File: src/hdl/assert_macros.svh
// Assertion macros shared by the RTL of the disk image parser.
// Depends on nothing; define ASSERT_OFF to compile the checks out.
`ifndef ASSERT_MACROS_SVH
`define ASSERT_MACROS_SVH

`ifndef ASSERT_OFF

// Same-cycle implication, disabled while reset is low.
`define ASSERT_IMPLY(label, clk, rst_n, ante, cons) \
  label: assert property (@(posedge clk) disable iff (!(rst_n)) (ante) |-> (cons)) \
    else $error("assertion failed: label");

// Next-cycle implication, disabled while reset is low.
`define ASSERT_NEXT(label, clk, rst_n, ante, cons) \
  label: assert property (@(posedge clk) disable iff (!(rst_n)) (ante) |=> (cons)) \
    else $error("assertion failed: label");

`else

`define ASSERT_IMPLY(label, clk, rst_n, ante, cons)
`define ASSERT_NEXT(label, clk, rst_n, ante, cons)

`endif

`endif

File: src/hdl/imd_pkg.sv
// Types and constants for the disk image parser.
// No dependencies.
package imd_pkg;

  localparam logic [7:0]  HdrTerm     = 8'h1a;
  localparam logic [7:0]  CylMapBit   = 8'h80;
  localparam logic [7:0]  HeadMapBit  = 8'h40;
  localparam logic [7:0]  MaxSizeCode = 8'd6;
  localparam logic [13:0] SecBase     = 14'd128;

  typedef enum logic [3:0] {
    PH_HDR   = 4'd0,
    PH_IGN   = 4'd1,
    PH_MODE  = 4'd2,
    PH_CYL   = 4'd3,
    PH_HEAD  = 4'd4,
    PH_COUNT = 4'd5,
    PH_SIZE  = 4'd6,
    PH_SMAP  = 4'd7,
    PH_CMAP  = 4'd8,
    PH_HMAP  = 4'd9,
    PH_REC   = 4'd10,
    PH_FILL  = 4'd11,
    PH_DATA  = 4'd12,
    PH_DEAD  = 4'd13
  } phase_e;

  typedef enum logic [4:0] {
    KIND_HDR_TEXT = 5'd0,
    KIND_HDR_END  = 5'd1,
    KIND_MODE     = 5'd2,
    KIND_CYL      = 5'd3,
    KIND_HEAD     = 5'd4,
    KIND_COUNT    = 5'd5,
    KIND_SIZE     = 5'd6,
    KIND_SMAP     = 5'd7,
    KIND_CMAP     = 5'd8,
    KIND_HMAP     = 5'd9,
    KIND_ABSENT   = 5'd10,
    KIND_NORMAL   = 5'd11,
    KIND_COMPRESS = 5'd12,
    KIND_DATA     = 5'd13,
    KIND_FILL     = 5'd14,
    KIND_IGNORED  = 5'd15,
    KIND_BAD_SIZE = 5'd16
  } kind_e;

endpackage

File: src/hdl/imd_disk_image_parser.sv
// Disk image parser: labels every byte of an ImageDisk image with one result.
// Each byte passes the input register, the parse FSM, then the result register.
// Throughput: one byte per cycle unless stalled; the parse FSM is single-step.
// Reset (rst_ni, async, active low) returns the parser to the header text phase,
// clears all counters and header_only, and empties both pipeline registers.
// Depends on imd_pkg and assert_macros.svh.
`include "assert_macros.svh"

module imd_disk_image_parser
  import imd_pkg::*;
(
  input  logic        clk_i,
  input  logic        rst_ni,
  // configuration
  input  logic        cfg_we_i,
  input  logic        cfg_data_i,
  // input channel
  input  logic        in_valid_i,
  output logic        in_stall_o,
  input  logic [7:0]  byte_value_i,
  // output channel
  output logic        out_valid_o,
  input  logic        out_stall_i,
  output logic [4:0]  kind_o,
  output logic [7:0]  value_o,
  output logic [7:0]  sector_index_o,
  output logic [12:0] byte_offset_o,
  output logic [13:0] sector_bytes_o,
  output logic        last_of_sector_o
);

  // --------------------------------------------------------------------------
  // Pipeline control: the input register holds one byte until the result
  // register is free; a waiting result blocks input only while a byte is held there.
  // --------------------------------------------------------------------------
  logic       s1_valid_q, s1_valid_d;
  logic [7:0] s1_byte_q;
  logic       out_valid_q, out_valid_d;
  logic       out_free;
  logic       s1_adv;
  logic       in_take;

  assign out_free   = !out_valid_q || !out_stall_i;
  assign s1_adv     = s1_valid_q && out_free;
  assign in_stall_o = s1_valid_q && !out_free;
  assign in_take    = in_valid_i && !in_stall_o;

  always_comb begin
    s1_valid_d = s1_valid_q;
    if (in_take) begin
      s1_valid_d = 1'b1;
    end else if (s1_adv) begin
      s1_valid_d = 1'b0;
    end
  end

  always_comb begin
    out_valid_d = out_valid_q;
    if (s1_adv) begin
      out_valid_d = 1'b1;
    end else if (!out_stall_i) begin
      out_valid_d = 1'b0;
    end
  end

  always_ff @(posedge clk_i or negedge rst_ni) begin
    if (!rst_ni) begin
      s1_valid_q  <= 1'b0;
      out_valid_q <= 1'b0;
    end else begin
      s1_valid_q  <= s1_valid_d;
      out_valid_q <= out_valid_d;
    end
  end

  // Payload of the input register: hold while occupied and not moving on.
  always_ff @(posedge clk_i) begin
    if (in_take) begin
      s1_byte_q <= byte_value_i;
    end
  end

  // --------------------------------------------------------------------------
  // Configuration: header_only is sampled when the header terminator is parsed.
  // --------------------------------------------------------------------------
  logic hdr_only_q;

  always_ff @(posedge clk_i or negedge rst_ni) begin
    if (!rst_ni) begin
      hdr_only_q <= 1'b0;
    end else if (cfg_we_i) begin
      hdr_only_q <= cfg_data_i;
    end
  end

  // --------------------------------------------------------------------------
  // Parse state
  // --------------------------------------------------------------------------
  phase_e      phase_q, phase_d;
  logic [1:0]  head_flags_q, head_flags_d;   // bit1 cylinder map, bit0 head map
  logic [7:0]  sec_count_q, sec_count_d;
  logic [2:0]  size_code_q, size_code_d;
  logic [7:0]  sec_cnt_q, sec_cnt_d;
  logic [7:0]  map_cnt_q, map_cnt_d;
  logic [12:0] data_cnt_q, data_cnt_d;

  logic [13:0] sec_bytes;
  logic        map_last;
  logic        sec_last;
  logic        data_last;
  logic        rec_fill;

  assign sec_bytes = SecBase << size_code_q;
  assign map_last  = ({1'b0, map_cnt_q} + 9'd1) >= {1'b0, sec_count_q};
  assign sec_last  = ({1'b0, sec_cnt_q} + 9'd1) >= {1'b0, sec_count_q};
  assign data_last = ({1'b0, data_cnt_q} + 14'd1) >= sec_bytes;
  assign rec_fill  = (s1_byte_q >= 8'd2) && (s1_byte_q <= 8'd8) && !s1_byte_q[0];

  // First map to walk from `from` on, else the records; next track if count is 0.
  function automatic phase_e first_map(phase_e from, logic [7:0] count, logic [1:0] flags);
    phase_e ph;
    if (count == 8'd0) begin
      ph = PH_MODE;
    end else if (from == PH_SMAP) begin
      ph = PH_SMAP;
    end else if (from == PH_CMAP && flags[1]) begin
      ph = PH_CMAP;
    end else if ((from == PH_CMAP || from == PH_HMAP) && flags[0]) begin
      ph = PH_HMAP;
    end else begin
      ph = PH_REC;
    end
    return ph;
  endfunction

  // Next state: advance only when the held byte moves into the result register.
  always_comb begin
    phase_d      = phase_q;
    head_flags_d = head_flags_q;
    sec_count_d  = sec_count_q;
    size_code_d  = size_code_q;
    sec_cnt_d    = sec_cnt_q;
    map_cnt_d    = map_cnt_q;
    data_cnt_d   = data_cnt_q;
    if (s1_adv) begin
      case (phase_q)
        PH_HDR: begin
          if (s1_byte_q == HdrTerm) begin
            phase_d = hdr_only_q ? PH_IGN : PH_MODE;
          end
        end
        PH_MODE:  phase_d = PH_CYL;
        PH_CYL:   phase_d = PH_HEAD;
        PH_HEAD: begin
          head_flags_d = {(s1_byte_q & CylMapBit) != 8'd0, (s1_byte_q & HeadMapBit) != 8'd0};
          phase_d      = PH_COUNT;
        end
        PH_COUNT: begin
          sec_count_d = s1_byte_q;
          phase_d     = PH_SIZE;
        end
        PH_SIZE: begin
          if (s1_byte_q > MaxSizeCode) begin
            phase_d = PH_DEAD;
          end else begin
            size_code_d = s1_byte_q[2:0];
            map_cnt_d   = 8'd0;
            phase_d     = first_map(PH_SMAP, sec_count_q, head_flags_q);
          end
        end
        PH_SMAP, PH_CMAP, PH_HMAP: begin
          if (map_last) begin
            map_cnt_d = 8'd0;
            case (phase_q)
              PH_SMAP: phase_d = first_map(PH_CMAP, sec_count_q, head_flags_q);
              PH_CMAP: phase_d = first_map(PH_HMAP, sec_count_q, head_flags_q);
              default: phase_d = first_map(PH_REC, sec_count_q, head_flags_q);
            endcase
            if (phase_d == PH_REC) begin
              sec_cnt_d = 8'd0;
            end
          end else begin
            map_cnt_d = map_cnt_q + 8'd1;
          end
        end
        PH_REC: begin
          if (s1_byte_q == 8'd0) begin
            sec_cnt_d = sec_last ? 8'd0 : sec_cnt_q + 8'd1;
            phase_d   = sec_last ? PH_MODE : PH_REC;
          end else if (rec_fill) begin
            phase_d = PH_FILL;
          end else begin
            data_cnt_d = 13'd0;
            phase_d    = PH_DATA;
          end
        end
        PH_FILL: begin
          sec_cnt_d = sec_last ? 8'd0 : sec_cnt_q + 8'd1;
          phase_d   = sec_last ? PH_MODE : PH_REC;
        end
        PH_DATA: begin
          if (data_last) begin
            data_cnt_d = 13'd0;
            sec_cnt_d  = sec_last ? 8'd0 : sec_cnt_q + 8'd1;
            phase_d    = sec_last ? PH_MODE : PH_REC;
          end else begin
            data_cnt_d = data_cnt_q + 13'd1;
          end
        end
        default: phase_d = phase_q;
      endcase
    end
  end

  always_ff @(posedge clk_i or negedge rst_ni) begin
    if (!rst_ni) begin
      phase_q      <= PH_HDR;
      head_flags_q <= 2'd0;
      sec_count_q  <= 8'd0;
      size_code_q  <= 3'd0;
      sec_cnt_q    <= 8'd0;
      map_cnt_q    <= 8'd0;
      data_cnt_q   <= 13'd0;
    end else begin
      phase_q      <= phase_d;
      head_flags_q <= head_flags_d;
      sec_count_q  <= sec_count_d;
      size_code_q  <= size_code_d;
      sec_cnt_q    <= sec_cnt_d;
      map_cnt_q    <= map_cnt_d;
      data_cnt_q   <= data_cnt_d;
    end
  end

  // --------------------------------------------------------------------------
  // Result fields for the held byte
  // --------------------------------------------------------------------------
  kind_e       kind_d;
  logic [7:0]  idx_d;
  logic [12:0] off_d;
  logic [13:0] bytes_d;
  logic        last_d;

  always_comb begin
    kind_d  = KIND_IGNORED;
    idx_d   = 8'd0;
    off_d   = 13'd0;
    bytes_d = 14'd0;
    last_d  = 1'b0;
    case (phase_q)
      PH_HDR:   kind_d = (s1_byte_q == HdrTerm) ? KIND_HDR_END : KIND_HDR_TEXT;
      PH_MODE:  kind_d = KIND_MODE;
      PH_CYL:   kind_d = KIND_CYL;
      PH_HEAD:  kind_d = KIND_HEAD;
      PH_COUNT: kind_d = KIND_COUNT;
      PH_SIZE: begin
        if (s1_byte_q > MaxSizeCode) begin
          kind_d = KIND_BAD_SIZE;
        end else begin
          kind_d  = KIND_SIZE;
          bytes_d = SecBase << s1_byte_q[2:0];
        end
      end
      PH_SMAP, PH_CMAP, PH_HMAP: begin
        case (phase_q)
          PH_SMAP: kind_d = KIND_SMAP;
          PH_CMAP: kind_d = KIND_CMAP;
          default: kind_d = KIND_HMAP;
        endcase
        idx_d   = map_cnt_q;
        bytes_d = sec_bytes;
      end
      PH_REC: begin
        idx_d   = sec_cnt_q;
        bytes_d = sec_bytes;
        if (s1_byte_q == 8'd0) begin
          kind_d = KIND_ABSENT;
        end else if (rec_fill) begin
          kind_d = KIND_COMPRESS;
        end else begin
          kind_d = KIND_NORMAL;
        end
      end
      PH_FILL: begin
        kind_d  = KIND_FILL;
        idx_d   = sec_cnt_q;
        bytes_d = sec_bytes;
        last_d  = 1'b1;
      end
      PH_DATA: begin
        kind_d  = KIND_DATA;
        idx_d   = sec_cnt_q;
        bytes_d = sec_bytes;
        off_d   = data_cnt_q;
        last_d  = data_last;
      end
      default: kind_d = KIND_IGNORED;
    endcase
  end

  // Result register: load on advance, hold while stalled.
  logic [4:0]  kind_q;
  logic [7:0]  value_q;
  logic [7:0]  idx_q;
  logic [12:0] off_q;
  logic [13:0] bytes_q;
  logic        last_q;

  always_ff @(posedge clk_i) begin
    if (s1_adv) begin
      kind_q  <= kind_d;
      value_q <= s1_byte_q;
      idx_q   <= idx_d;
      off_q   <= off_d;
      bytes_q <= bytes_d;
      last_q  <= last_d;
    end
  end

  assign out_valid_o      = out_valid_q;
  assign kind_o           = kind_q;
  assign value_o          = value_q;
  assign sector_index_o   = idx_q;
  assign byte_offset_o    = off_q;
  assign sector_bytes_o   = bytes_q;
  assign last_of_sector_o = last_q;

  // --------------------------------------------------------------------------
  // Checks
  // --------------------------------------------------------------------------
  // A bad size code locks the parser until reset.
  `ASSERT_NEXT(a_dead_sticks, clk_i, rst_ni, phase_q == PH_DEAD, phase_q == PH_DEAD)
  // Every fill result closes its sector.
  `ASSERT_IMPLY(a_fill_last, clk_i, rst_ni, out_valid_q && kind_q == KIND_FILL, last_q)
  // A data offset always lies inside the sector.
  `ASSERT_IMPLY(a_off_range, clk_i, rst_ni, out_valid_q && kind_q == KIND_DATA,
                {1'b0, off_q} < bytes_q)
  // Stall the input only while a byte is held waiting for the result register.
  `ASSERT_IMPLY(a_stall_held, clk_i, rst_ni, in_stall_o, s1_valid_q && out_valid_q)

endmodule

File: config.mk
export PLATFORM = sky130hd
export DESIGN_NAME = imd_disk_image_parser
export DESIGN_NICKNAME = d
export VERILOG_FILES = /design/src/hdl/imd_pkg.sv /design/src/hdl/imd_disk_image_parser.sv
export VERILOG_INCLUDE_DIRS = /design/src /design/src/hdl
export SDC_FILE = /design/constraint.sdc
export NUM_CORES = 1
export LEC_CHECK = 0
export BUFFER_PORTS_ARGS = -buffer_cell sky130_fd_sc_hd__buf_4
export CAP_MARGIN = 20
export CORE_MARGIN = 1.5
export CORE_UTILIZATION = 61
export DETAILED_ROUTE_END_ITERATION = 16
export GPL_TIMING_DRIVEN = 0
export PLACE_DENSITY = 0.8
export SETUP_SLACK_MARGIN = 0.05
export SYNTH_ARGS = -nofsm -noshare
export SYNTH_HDL_FRONTEND = slang
export SYNTH_SLANG_ARGS = --single-unit
File: constraint.sdc
create_clock -name clk_i -period 8.6 [get_ports clk_i]
set_input_delay 1.72 -clock clk_i [delete_from_list [all_inputs] [get_ports clk_i]]
set_output_delay 1.72 -clock clk_i [all_outputs]
set_load 0.05 [all_outputs]
==> Yosys cells after proc, flatten, opt, wreduce, memory -nomap -nowiden <==
Cells that the tools add are included.
{ "word_totals": {"output_inout_bits": 51, "mem_bits_rw": 0, "in_bits": 14, "romBits": 0, "latchBits": 0, "memories": 0, "reg_bits": 106, "elab_cells": 129} }
{ "classes": {"div": 0, "addsub": 6, "eq_ne": 22, "mux": 46, "shift": 2, "mul": 0, "n_reduce_logical": 29, "n_lt_le_gt_ge": 6, "bitwise_logic": 1} }
{ "op_table": {"columns": ["cell", "n"], "rows": [
  ["$mux 8", 7],
  ["$pmux 5 s10", 1],
  ["$mux 4", 12],
  ["$pmux 4 s10", 1],
  ["$mux 13", 3],
  ["$pmux 8 s2", 2],
  ["$pmux 8 s4", 1],
  ["$pmux 14 s2", 1],
  ["$shl 8x3->14 const A", 2],
  ["$pmux 13 s2", 1],
  ["$eq 4x4->1 const B", 6],
  ["$add 8x1->9 const B", 2],
  ["$ge 9x8->1", 2],
  ["$add 8x1->8 const B", 2],
  ["$eq 4x3->1 const B", 4],
  ["$logic_not 8->1", 2],
  ["$ne 2x2->1 const B", 8],
  ["$pmux 4 s2", 2],
  ["$add 13x1->14 const B", 1],
  ["$ge 14x14->1", 1],
  ["$mux 14", 1],
  ["$add 13x1->13 const B", 1],
  ["$mux 3", 4],
  ["$reduce_bool 10->1", 1],
  ["24 further kinds", 44]
]} }

==> Longest topological paths before layout <==
{ "logic_depth": {"word_depth": 11, "mapped_depth": 15, "ltp_nobuf": 13} }

==> Worst setup path before layout <==
OpenSTA, ideal clock, no wires.
{ "synth_timing": {"path_type": "input -> output", "start": "input out_stall_i", "end": "output in_stall_o", "t_required_ps": 6880, "t_arrival_ps": 2157, "cell_stages": 2, "path_buffers": 0, "slack_ps": 4723, "path_cell_list": "nand3_1 inv_1"} }
{ "synth_between": {"elab_chain_len": 4} }
{ "synth_lines": {"columns": ["element", "line_no", "text"], "rows": [
  ["start, declared", "imd_disk_image_parser.sv:23", "input logic out_stall_i,"],
  ["$logic_not 1->1", null, null],
  ["$logic_or 1x1->1", "imd_disk_image_parser.sv:43", "assign out_free = !out_valid_q || !out_stall_i;"],
  ["$logic_not 1->1", "imd_disk_image_parser.sv:45", "assign in_stall_o = s1_valid_q && !out_free;"],
  ["$logic_and 1x1->1", "imd_disk_image_parser.sv:45", null],
  ["end, declared", "imd_disk_image_parser.sv:19", "output logic in_stall_o,"]
]} }
Every way passes these cells.

==> Worst setup path after layout <==
Ends and elaborated chain as after synthesis.

==> summary.md <==
| Metric | Value |
|---|---|
| Share of cells above drive strength 1 | `0.2034` |
| Launch point of the critical path | `out_stall_i` |
| Synth Register Bits | `99` |
| RSZ-0062 raised after global routing | `false` |
| Worst r2r src | `data_cnt_q[1]` |
| Wirelength per Cell | `17.04 um` |
| Drt first pass iters | `5` |
| MaxCap Viol Count | `0` |
| H-tree levels | `3` |
| DRC | `0` |
| Post-synthesis cell area | `5517 um2` |
| Post-synth EDFFs | `50` |
| CP Cell Sequence | `buf_4, nand3_1, inv_1, buf_4` |
| Clk buf depth | `2` |
| Slowest cell on crit path | `buf_4` |
| Top FF cell, synth | `edfxtp_1` |
| Slew @ Worst Pin | `0.7225 ns` |
| Seq/Total Area, Yosys | `0.4944` |
| Initial Utilization | `0.6326` |
| Met2 WL | `5584 um` |
| Post-DP HPWL | `8777 um` |
| Final ANT Viol Nets | `0` |
| Starting DRT DRC Count | `195` |
| Fmax | `0.2569 GHz` |
| Global-route usage over all layers | `0.2551` |
| Pin count of the biggest net entering global routing | `50` |
| Post_cts resized | `0` |
| IR drop worst, VDD | `197.8 uV` |
| WL final | `11,890 um` |
| First-pass GRT wire length | `19,310 um` |
| Power Dens Cells | `259.8 nW/um2` |
| Worst hold path class | `register to register` |
| Synth unique cells | `67` |
| Met3 WL | `743 um` |
| Clock Root Buffer | `clkbuf_8` |
| Core area | `8721 um2` |
| Clock skew | `0.01067 ns` |
| Period utilization | `0.4526` |
| CTS Hold Bufs | `0` |
| Worst-path fanout max | `3` |
| Gate Count Post-Synth | `510` |
| Fin Setup TNS | `0 ns` |
| Post-Place Setup Slack | `4.701 ns` |
| DRT met1 WL | `5408 um` |
| Initial antenna violation count | `0` |
| Vias | `4,206` |
| Vias in the first global route | `3,851` |
| Data arrival time of the worst path | `2.17 ns` |
| Ys async rst share | `0.4949` |
| Worst path max stage delay | `0.18 ns` |
| Die Span Y | `98.10 um` |
| Die Area | `9623 um2` |
| Commonest non-fill, non-tap cell in the layout | `buf_4` |
| Synthesis-to-finish area growth | `14.29%` |
| Avg Cell Area, Syn | `10.82 um2` |
| Cell area after layout | `6305 um2` |
| CTS clk-pin slew, worst paths | `0.10 ns` |
| Top sig layer | `met4` |
| Clock Sinks | `99` |
| Post-CTS setup buffer count | `0` |
| R2r setup slk | `4.82 ns` |
| Most frequent cells in the layout | `66 x buf_4, 50 x edfxtp_1, 49 x dfrtp_1` |
| Final WS setup | `4.708 ns` |
| Status | `finished clean` |
| I/O pins | `65` |
| Diode count | `0` |
| Clock latency on the worst-skew pair | `0.37 ns` |
| Crit start category | `input port` |
| WP data required | `6.88 ns` |
| Net count, final | `626` |
| YS warnings | `0` |
| P_leak | `2.746 nW` |
| GR Overflow Total | `0` |
| Cells on worst reg2reg path | `13` |
| CP dominant cell by count | `buf_4` |
| Min-delay src | `s1_byte_q[1]` |
| Crit end category | `output pin` |
| Num CTS Buffers | `9` |
| Setup Crit Path Kind | `input port to output pin` |
| DIE WIDTH | `98.10 um` |
| Num rows | `34` |
| Vias per std cell | `6.026` |
| Final hold vios | `0` |
| Slew margin rel. | `0.5118` |
| Setup violations, final | `0` |
| Placed inst area | `6122 um2` |
| CTS tree | `built` |
| Final Max Slew Viols | `0` |
| # port buffers | `57` |
| Critical path endpoint | `in_stall_o` |
| Worst r2r dst | `phase_q[1]` |
| Tmin final | `3.892 ns` |
| Gpl congestion | `0.9147` |
[cells in the mapped netlist, types with 4 or more instances]
cell type	count	area, um2
nand4_1	8	50.05
a22o_1	11	96.34
nand2b_1	15	93.84
xor2_1	11	96.34
a21oi_1	19	95.09
inv_1	21	78.83
nand3_1	19	95.09
dfrtp_1	49	1226
a31oi_1	7	43.79
edfxtp_1	50	1501
buf_4	9	67.56
nand2_1	45	168.9
or3_1	7	43.79
xnor2_1	7	61.31
nor3_1	6	30.03
o2bb2ai_1	4	35.03
nor2_1	21	78.83
ha_1	27	337.8
a21o_1	4	30.03
nor4_1	4	25.02
mux2_2	14	157.7
and2_1	16	100.1
o31ai_1	4	30.03
o21ai_0	32	160.2
or4_1	5	37.54
o211ai_1	6	45.04
clkbuf_1	15	56.30
and3_1	13	81.33
[worst max-delay path: cells and delay by family]
kind / cells / cell delay, ns
AND/OR/NAND/NOR: 1 / 0.11
buffers and inverters: 3 / 0.34
[per-stage QoR]
step,utilization,cells,hold slack [ns],total power (W)
after floorplan,-,516,0.4244,0.001178
after global placement,0.6997,681,0.4333,0.001340
after detailed placement,0.7020,682,0.4434,0.001351
after CTS,0.7230,698,0.4699,0.001639
after global routing,0.7230,698,0.4921,0.001735
final,0.7230,698,0.4629,0.001638
[power by group]
part | switching [W] | total (W) | internal (W) | leakage [nW]
sequential | 0.0000603 | 0.000647 | 0.000586 | 1.14
clock | 0.000177 | 0.000287 | 0.000110 | 0.0877
combinational | 0.000443 | 0.000705 | 0.000261 | 1.52
total | 0.000680 | 0.00164 | 0.000958 | 2.75
[sequential cells by signal, summed over array words and instances (netlist names)]
name and count:
map_cnt_q 8, kind_o 5, sector_index_o 8, sec_cnt_q 8, hdr_only_q 1, head_flags_q 2
phase_q 4, s1_valid_q 1, byte_offset_o 13, sector_bytes_o 7, size_code_q 3, s1_byte_q 8
out_valid_o 1, value_o 8, last_of_sector_o 1, data_cnt_q 13, sec_count_q 8
[cell families after synthesis]
logic type,after synthesis,share of synthesized area
compound gates,119,0.1549
xor+xnor,18,0.02858
fa+ha+maj,27,0.06124
buf+inv,51,0.04400
flops,99,0.4944
mux,20,0.04151
other cells,1,0.0006798
simple gates,175,0.1746
[final cells by class]
cell class	count	area, um2
Timing Repair Buffer	58	447.9
Multi-Input combinational cell	366	2569
Clock inverter	7	58.81
Fill cell	603	2416
Sequential cell	99	2728
Inverter	21	78.83
Buffer	30	163.9
Tap cell	108	135.1
Clock buffer	9	123.9
[worst min-delay path by stage]
stage,to,slack (ns),cells past startpoint
2_1_floorplan,value_o[1],0.42,0
3_3_place_gp,value_o[3],0.43,0
3_5_place_dp,value_o[1],0.44,0
4_1_cts,value_o[1],0.47,0
5_1_grt,value_o[1],0.49,0
6_report,value_o[1],0.46,0
[per-layer routing]
layer,vias up,GRT usage
li1,2031,-
met1,2012,0.3746
met2,148,0.3973
met3,15,0.04223
met4,0,0.06923
met5,-,0
No activity file was read; power rests on OpenSTA's default activity.
